==> config.mk <==
export PLATFORM = sky130hd
export DESIGN_NAME = pscl_ctrl
export DESIGN_NICKNAME = d
export VERILOG_FILES = /design/src/hdl/pscl_pkg.sv /design/src/hdl/pscl_ctrl.sv
export SDC_FILE = /design/constraint.sdc
export NUM_CORES = 1
export LEC_CHECK = 0
export ABC_AREA = 1
export BUFFER_PORTS_ARGS = -buffer_cell sky130_fd_sc_hd__buf_2
export CORE_AREA = 5 5 42 44
export CTS_CLUSTER_DIAMETER = 30
export DETAILED_ROUTE_END_ITERATION = 10
export DIE_AREA = 0 0 47 49
export PLACE_DENSITY = 0.42
export SLEW_MARGIN = 20
export SYNTH_ARGS = -nofsm -noshare
export SYNTH_HDL_FRONTEND = slang
export SYNTH_SLANG_ARGS = --single-unit
==> constraint.sdc <==
create_clock -name clk_i -period 1.2 [get_ports clk_i]
set_clock_uncertainty 0.15 [all_clocks]
set_input_delay 0.12 -clock clk_i [delete_from_list [all_inputs] [get_ports clk_i]]
set_output_delay 0.12 -clock clk_i [all_outputs]
set_load 0.01 [all_outputs]
==> src/hdl/pscl_pkg.sv <==
package pscl_pkg;

  // Fixed field widths of the stream beats.
  localparam int unsigned ADDR_HALF_W = 64;
  localparam int unsigned IN_DATA_W   = 2 * ADDR_HALF_W;
  localparam int unsigned IN_USER_W   = 3;
  localparam int unsigned LIMIT_W     = 16;
  localparam int unsigned ACTIVE_W    = 16;
  localparam int unsigned REJ_W       = 32;
  localparam int unsigned OUT_DATA_W  = ACTIVE_W + REJ_W;
  localparam int unsigned STATUS_W    = 3;

  // The upper half of the low word for an IPv4-mapped IPv6 address.
  localparam logic [31:0] MAPPED_PREFIX = 32'h0000_FFFF;

  // Command codes. The unused code behaves as a query.
  localparam logic [1:0] CMD_ACQUIRE = 2'd0;
  localparam logic [1:0] CMD_RELEASE = 2'd1;
  localparam logic [1:0] CMD_QUERY   = 2'd2;

  // Result status codes.
  localparam logic [2:0] STS_GRANTED    = 3'd0;
  localparam logic [2:0] STS_UNTRACKED  = 3'd1;
  localparam logic [2:0] STS_OVER_LIMIT = 3'd2;
  localparam logic [2:0] STS_TABLE_FULL = 3'd3;
  localparam logic [2:0] STS_RELEASED   = 3'd4;
  localparam logic [2:0] STS_REL_IGNORE = 3'd5;
  localparam logic [2:0] STS_QUERY      = 3'd6;

  // Commands from the controller to the datapath.
  typedef struct packed {
    logic clear_en;
    logic load;
    logic scan_en;
    logic commit;
  } ctl_t;

  // Status from the datapath to the controller.
  typedef struct packed {
    logic clear_last;
    logic scan_done;
    logic out_free;
  } sts_t;

endpackage

==> src/hdl/pscl_ctrl.sv <==
module pscl_ctrl (
  input  logic           clk_i,
  input  logic           rst_ni,
  input  logic           s_valid_i,
  output logic           s_ready_o,
  input  pscl_pkg::sts_t sts_i,
  output pscl_pkg::ctl_t ctl_o
);
  import pscl_pkg::*;

  typedef enum logic [3:0] {
    ST_CLEAR  = 4'b0001,
    ST_IDLE   = 4'b0010,
    ST_SCAN   = 4'b0100,
    ST_UPDATE = 4'b1000
  } state_e;

  state_e state_q, state_d;

  always_comb begin
    state_d   = state_q;
    ctl_o     = '0;
    s_ready_o = 1'b0;
    case (state_q)
      ST_CLEAR: begin
        ctl_o.clear_en = 1'b1;
        if (sts_i.clear_last) begin
          state_d = ST_IDLE;
        end
      end
      ST_IDLE: begin
        s_ready_o = 1'b1;
        if (s_valid_i) begin
          ctl_o.load = 1'b1;
          state_d    = ST_SCAN;
        end
      end
      ST_SCAN: begin
        ctl_o.scan_en = 1'b1;
        if (sts_i.scan_done) begin
          state_d = ST_UPDATE;
        end
      end
      ST_UPDATE: begin
        // Hold the decision until the output register can take the result.
        if (sts_i.out_free) begin
          ctl_o.commit = 1'b1;
          state_d      = ST_IDLE;
        end
      end
      default: begin
        state_d = ST_CLEAR;
      end
    endcase
  end

  always_ff @(posedge clk_i or negedge rst_ni) begin
    if (!rst_ni) begin
      state_q <= ST_CLEAR;
    end else begin
      state_q <= state_d;
    end
  end

endmodule

==> impl_metrics.ini, run 1 <==
[status]
run_status = complete, but fails checks
failed_checks = negative setup slack

[hold_path]
min-delay-start = sts_i[2]
whs_endpoint = state_q[0]
worst_hold_path.num_cells = 4
min_path_type = in -> reg

[critical_path]
crit_path_end_kind = primary output
r2r_slack_ns = -0.09
arrival_ns = 1.14
crit_path_top_delay_cell = dfrtp_1
crit_type = reg -> out
crit_chain = inv_1 -> nor2_2 -> nand2_1 -> nor2_1 -> buf_2
slowest_delay_ns = 0.41
cp_data_required_time_ns = 0.93
critPathLaunchType = flip-flop
critPathLaunch = state_q[3]
r2r_cells = 8
reg2reg_to = state_q[1]
critPathMaxFanout = 3
r2r_start = state_q[3]

[final_layout]
drive_above_1_share_pct = 51.5
area_delta_synth_final_pct = 82.9
reg_top3 = state_q x4
antenna_cells = 0
largest_reg_flops = 4
top_register = state_q
final_util_pct = 33.5
finalNetCount = 73

[sta]
whs_ns = 0.00838
max_slew_margin_pct = 88.4
hold_viol_final = 0
worst_pin_slew_ns = 0.174
finalCritPeriodShare_pct = 117
report.final.slew_viol_count = 0
final-setup-viol-count = 8
period_minus_slack_ns = 1.41
max_freq_mhz = 710
fin_ws_ns = -0.209
rsz0062_at_grt = yes

[pwr]
power.density_nw_per_um2 = 1960
pwr-share-seq_pct = 26.1
power_leakage_nw = 0.288
p_comb_share_pct = 54.0
p_clk_share_pct = 19.8
p_sw_w = 0.000355
swShare_pct = 38.5
power_w = 0.000920
ir_drop_mv = 0.844
internal_power_w = 0.000565

[floorplan]
rows = 14
dieArea_um2 = 2300
die_y_um = 49
initial_core_util_pct = 18.3
pin_count = 11
die_x_um = 47
core_region_area_um2 = 1400

[yosys]
syn_area_um2 = 256
synth_compound_area_share_pct = 3.90
synth-simple-area-share_pct = 40.5
syn-num-nets = 48
yosys_warnings = 0
syn_area_per_cell_um2 = 6.11
ys_ff_latch = 4
synth_fa_ha_area_share_pct = 0
synth_top_family_by_area = simple AND/OR/NAND/NOR gates
synthMuxAreaShare_pct = 0
synth.distinct_cells = 9
syn_inst = 42
ys_seq_area_share_pct = 39.5
synth-xor-area-share_pct = 0

[placed_design]
numPortBuffers = 10
dp_slack_ns = -0.0895
dpl.hpwl_um = 502
place.gp.congestion = 0.742

[clock_network]
htree_levels = 1
cts_tree = yes
path_clk_slew_ns = 0.04
clockBufferDepth = 2
cts_root_buf = clkbuf_4
cts_sinks = 4
clkLatencyLatePin_ns = 0.24
cts_buffers = 3

[global_route]
grt_overflow = 0
grt_usage_pct = 6.78
grt_pass1_wl_mm = 1.08
grt_pass1_vias = 292
antenna_found_initial = 0
grt_max_degree = 5

[drt]
first_pass_iters = 3
postRouteWirelength_um = 663
drc = 0
wire_per_inst_um = 8.09
vias_per_cell = 3.76
drt-initial-drc-count = 2
ant_nets = 0
vias = 308

[run]
drv_cap = 0
-- layout make-up --
type                       instances  area (um^2)
tap                               16         20.0
sequential                         4          101
timing repair buffer              20          140
inverter                          11         41.3
clock buffer                       4         26.3
multi-input combinational         27          140
fill                             173          932
-- logic make-up (layout without fill, tap and decap cells) --
logic type      after synthesis  in the layout
simple gates                 25             25
buf+inv                      11             35
flops                         4              4
compound gates                2              2
-- metal layers --
layer  global-route usage, %  vias to the layer above  part of all wire [%]
li1                        -                      170                     -
met3                    6.64                        0                   9.4
met1                    7.11                      129                    40
met2                    9.73                        9                    50
met5                       0                        -                     0
met4                    1.38                        0                     0
-- layout by cell type (no fill, tap or decap) --
cell,netlist,routed
buf_2,0,9
buf_4,0,7
buf_6,0,2
clkbuf_1,0,1
clkbuf_4,0,3
dfrtp_1,3,3
dfstp_2,1,1
dlygate4sd3_1,0,2
inv_1,11,9
inv_2,0,2
nand2_1,12,10
nand2_2,0,2
nand3_1,4,4
nor2_1,7,2
nor2_2,2,6
nor2_4,0,1
o21ai_1,1,1
o21ai_2,0,1
-- worst max-delay path: cells and delay by family (launching register included) --
kind                   cells  cell delay (ns)
DFF                        1             0.41
buffers and inverters      2             0.20
and+or+nand+nor            3             0.30
-- worst max-delay path by stage --
stage	end	slack, ns
6_report	ctl_o[0]	-0.21
4_1_cts	ctl_o[3]	-0.23
3_5_place_dp	state_q[1]	-0.09
3_3_place_gp	state_q[3]	-0.09
5_1_grt	ctl_o[0]	-0.32
2_1_floorplan	state_q[3]	0.002
-- through the flow --
stage	instances	area, um^2	TNS (ns)
global placement	71	349	-0.174
detailed placement	71	349	-0.183
CTS	79	428	-1.15
finish	82	469	-1.15
floorplan	42	256	0
global route	82	469	-1.84
-- synthesized netlist by cell type --
cell type | count | area [um^2]
o21ai_1 | 1 | 5.00
inv_1 | 11 | 41.3
nor2_1 | 7 | 26.3
nor2_2 | 2 | 12.5
dfstp_2 | 1 | 26.3
o21ai_0 | 1 | 5.00
dfrtp_1 | 3 | 75.1
nand2_1 | 12 | 45.0
nand3_1 | 4 | 20.0
-- repair_timing --
item,CTS,global route
endpoints found under the hold margin,4,1
setup buffers,4,3
gates resized for setup,9,5
setup endpoints to repair,7,9
hold buffers,1,1
pin swaps,3,7
-- power groups by stage --
| stage | Clock (W) | Sequential (W) | Combinational (W) |
|---|---|---|---|
| finish | 0.000182 | 0.000241 | 0.000497 |
| detailed placement | 0 | 0.000232 | 0.000328 |
| CTS | 0.000192 | 0.000238 | 0.000446 |
| floorplan | 0 | 0.000226 | 0.000221 |
| global route | 0.000212 | 0.000249 | 0.000550 |
| global placement | 0 | 0.000229 | 0.000331 |
(Power assumes the default switching activity.)
==> run 2: changes to the inputs <==
--- a/config.mk
+++ b/config.mk
@@ -5,13 +5,12 @@
 export SDC_FILE = /design/constraint.sdc
 export NUM_CORES = 1
 export LEC_CHECK = 0
-export ABC_AREA = 1
 export BUFFER_PORTS_ARGS = -buffer_cell sky130_fd_sc_hd__buf_2
 export CORE_AREA = 5 5 42 44
 export CTS_CLUSTER_DIAMETER = 30
 export DETAILED_ROUTE_END_ITERATION = 10
 export DIE_AREA = 0 0 47 49
-export PLACE_DENSITY = 0.42
+export PLACE_DENSITY = 0.43
 export SLEW_MARGIN = 20
 export SYNTH_ARGS = -nofsm -noshare
 export SYNTH_HDL_FRONTEND = slang
==> run 2 against run 1 <==
Net effect:
- the flow still finishes with violations (negative setup slack)
- critical path depth decreased by 3
- routed wire length increased by 5.0%
- worst setup slack got worse by 0.091 ns
- sequential power increased by 15%
- maximum frequency decreased by 6.1%
- non-clock buffer count decreased by 2
- power decreased by 6.6%
- hold slack improved by 0.013 ns
- critical endpoint is now ctl_o[3]
- largest cell class unchanged
- largest power group unchanged
==> impl_metrics.ini, run 2 <==
[final_layout]
area_delta_synth_final_pct = 78.6
final_common_cell = buf_2
drive_above_1_share_pct = 68.1
antenna_cells = 0
fin_area_um2 = 469
finalNetCount = 54
multiInputGateArea_um2 = 183
final_util_pct = 33.5
top_register = state_q
largest_reg_flops = 4
seq_area_um2 = 105
reg_top3 = state_q x4
n_fill_cell = 157
final_cell_mix = buf_2, buf_4, clkbuf_4, dfrtp_2
finalNonFillerCells = 63

[sta]
fin_ws_ns = -0.300
max_freq_mhz = 667
period_minus_slack_ns = 1.50
worst_pin_slew_ns = 0.216
max_slew_margin_pct = 85.5
final-setup-viol-count = 9
whs_ns = 0.0213
hold_viol_final = 0
rsz0062_at_grt = yes
report.final.slew_viol_count = 0
finalCritPeriodShare_pct = 125

[placed_design]
numPortBuffers = 10
dpl.hpwl_um = 499
dp.cells = 52
place.gp.congestion = 0.742
place_area_um2 = 348

[global_route]
use_met3_pct = 6.64
grtUsageMet1_pct = 9.09
grt_usage_pct = 6.78
grt_max_degree = 8
grt_overflow = 0
busiest_layer = met1
met2_usage_pct = 8.37
grt_pass1_wl_mm = 1.08
grt_pass1_vias = 265
antenna_found_initial = 0

[drt]
first_pass_iters = 2
drc = 0
ant_nets = 0
vias = 270
drt-initial-drc-count = 2
wire_per_inst_um = 11.0
vias_per_cell = 4.29
postRouteWirelength_um = 696

[critical_path]
arrival_ns = 1.23
r2r_cells = 5
critPathMaxFanout = 5
critPathLaunchType = flip-flop
cp_data_required_time_ns = 0.93
reg2reg_to = state_q[3]
r2r_start = state_q[2]
crit_type = reg -> out
r2r_slack_ns = -0.17
critPathLaunch = state_q[0]
crit_path_end_kind = primary output

[clock_network]
cts_buffers = 3
htree_levels = 1
cts_root_buf = clkbuf_4
cts_sinks = 4
clkLatencyLatePin_ns = 0.24
path_clk_slew_ns = 0.04
clockBufferDepth = 2
cts_tree = yes

[yosys]
yosys_warnings = 0
syn_area_per_cell_um2 = 10.5
yosysMostFrequentCell = dfrtp_1
synth.distinct_cells = 18
ys_seq_area_share_pct = 38.6
synth.area.top_cells = dfrtp_1, dfstp_2, nor4b_4, nor2b_2, a21o_1
synth_ff_type = dfrtp_1
ys_ff_latch = 4
syn-num-nets = 31
synth_top_area_share_pct = 28.6
yosys.area.top_type = dfrtp_1
syn_inst = 25
synthArstFlopShare_pct = 100
syn_area_um2 = 263
synth_edf_count = 0

[hold_path]
whs_endpoint = state_q[2]
min_path_type = in -> reg
worst_hold_path.num_cells = 3
min-delay-start = sts_i[1]

[floorplan]
core_region_area_um2 = 1400
pin_count = 11
die_y_um = 49
die_x_um = 47
dieArea_um2 = 2300
rows = 14
initial_core_util_pct = 18.8

[status]
run_status = complete, but fails checks
failed_checks = negative setup slack

[pwr]
power_leakage_nw = 0.233
power.density_nw_per_um2 = 1830
ir_drop_mv = 0.724
power_w = 0.000859

[run]
drv_cap = 0
==> run 2: changes by cell type in the layout (fill, tap and decap cells not counted), sizes merged, moves of 2 or more <==
cell / change
a21o: +2
and2: +2
buf: -2
inv: -9
nand2: -12
nand3: -4
nor2: -7
nor2b: +2
nor4b: +2
==> run 2: worst max-delay path, cell delays in order, from the launching register on <==
cell and delay [ns]:
dfstp_2 0.59, nor4b_4 0.23, buf_2 0.18
==> run 2: final cells by class <==
cell class,count,share of cell area (%)
timing repair buffer,18,27.2
inverter,2,1.60
sequential,4,22.4
clock buffer,4,5.60
tap,16,4.27
multi-input combinational,19,38.9
==> run 2: report_power, final <==
part | internal [W] | switching, W | total [W]
clock network | 0.000125 | 0.0000578 | 0.000183
logic | 0.000264 | 0.000136 | 0.000400
registers | 0.000190 | 0.0000866 | 0.000277
total | 0.000579 | 0.000280 | 0.000859
==> run 2: layer usage <==
| metal | up-vias | share of wire [%] | routed length, um |
|---|---|---|---|
| met3 | 0 | 8.2 | 57 |
| li1 | 134 | - | - |
| met5 | - | 0 | 0 |
| met4 | 0 | 0 | 0 |
| met1 | 126 | 48 | 335 |
| met2 | 10 | 44 | 303 |
==> run 2: kinds of logic after synthesis <==
group,share of synthesized area (%)
AND/OR/NAND/NOR,40.0
buffers and inverters,2.86
flip-flops,38.6
AO/OA/AOI/OAI,18.6
==> run 2: through the flow <==
stage          TNS (ns)  worst slack [ns]
5_1_grt           -2.31            -0.363
4_1_cts           -1.56            -0.311
3_5_place_dp     -0.606            -0.117
2_1_floorplan    -0.192           -0.0693
6_report          -1.79            -0.300
3_3_place_gp     -0.576            -0.118
==> run 2: how the worst max path moves through the flow <==
stage,cells after the start,end,slack (ns)
floorplan,2,state_q[0],-0.07
global placement,2,ctl_o[3],-0.12
detailed placement,2,ctl_o[3],-0.12
CTS,2,ctl_o[3],-0.31
global route,2,ctl_o[3],-0.36
finish,2,ctl_o[3],-0.30
==> run 2: repair_timing <==
action | in CTS | in global routing
hold buffers | 2 | 0
pin swaps | 3 | 1
buffers inserted | 3 | 2
resized for setup | 8 | 1
endpoints found under the setup margin | 9 | 9
endpoints found under the hold margin | 5 | 0
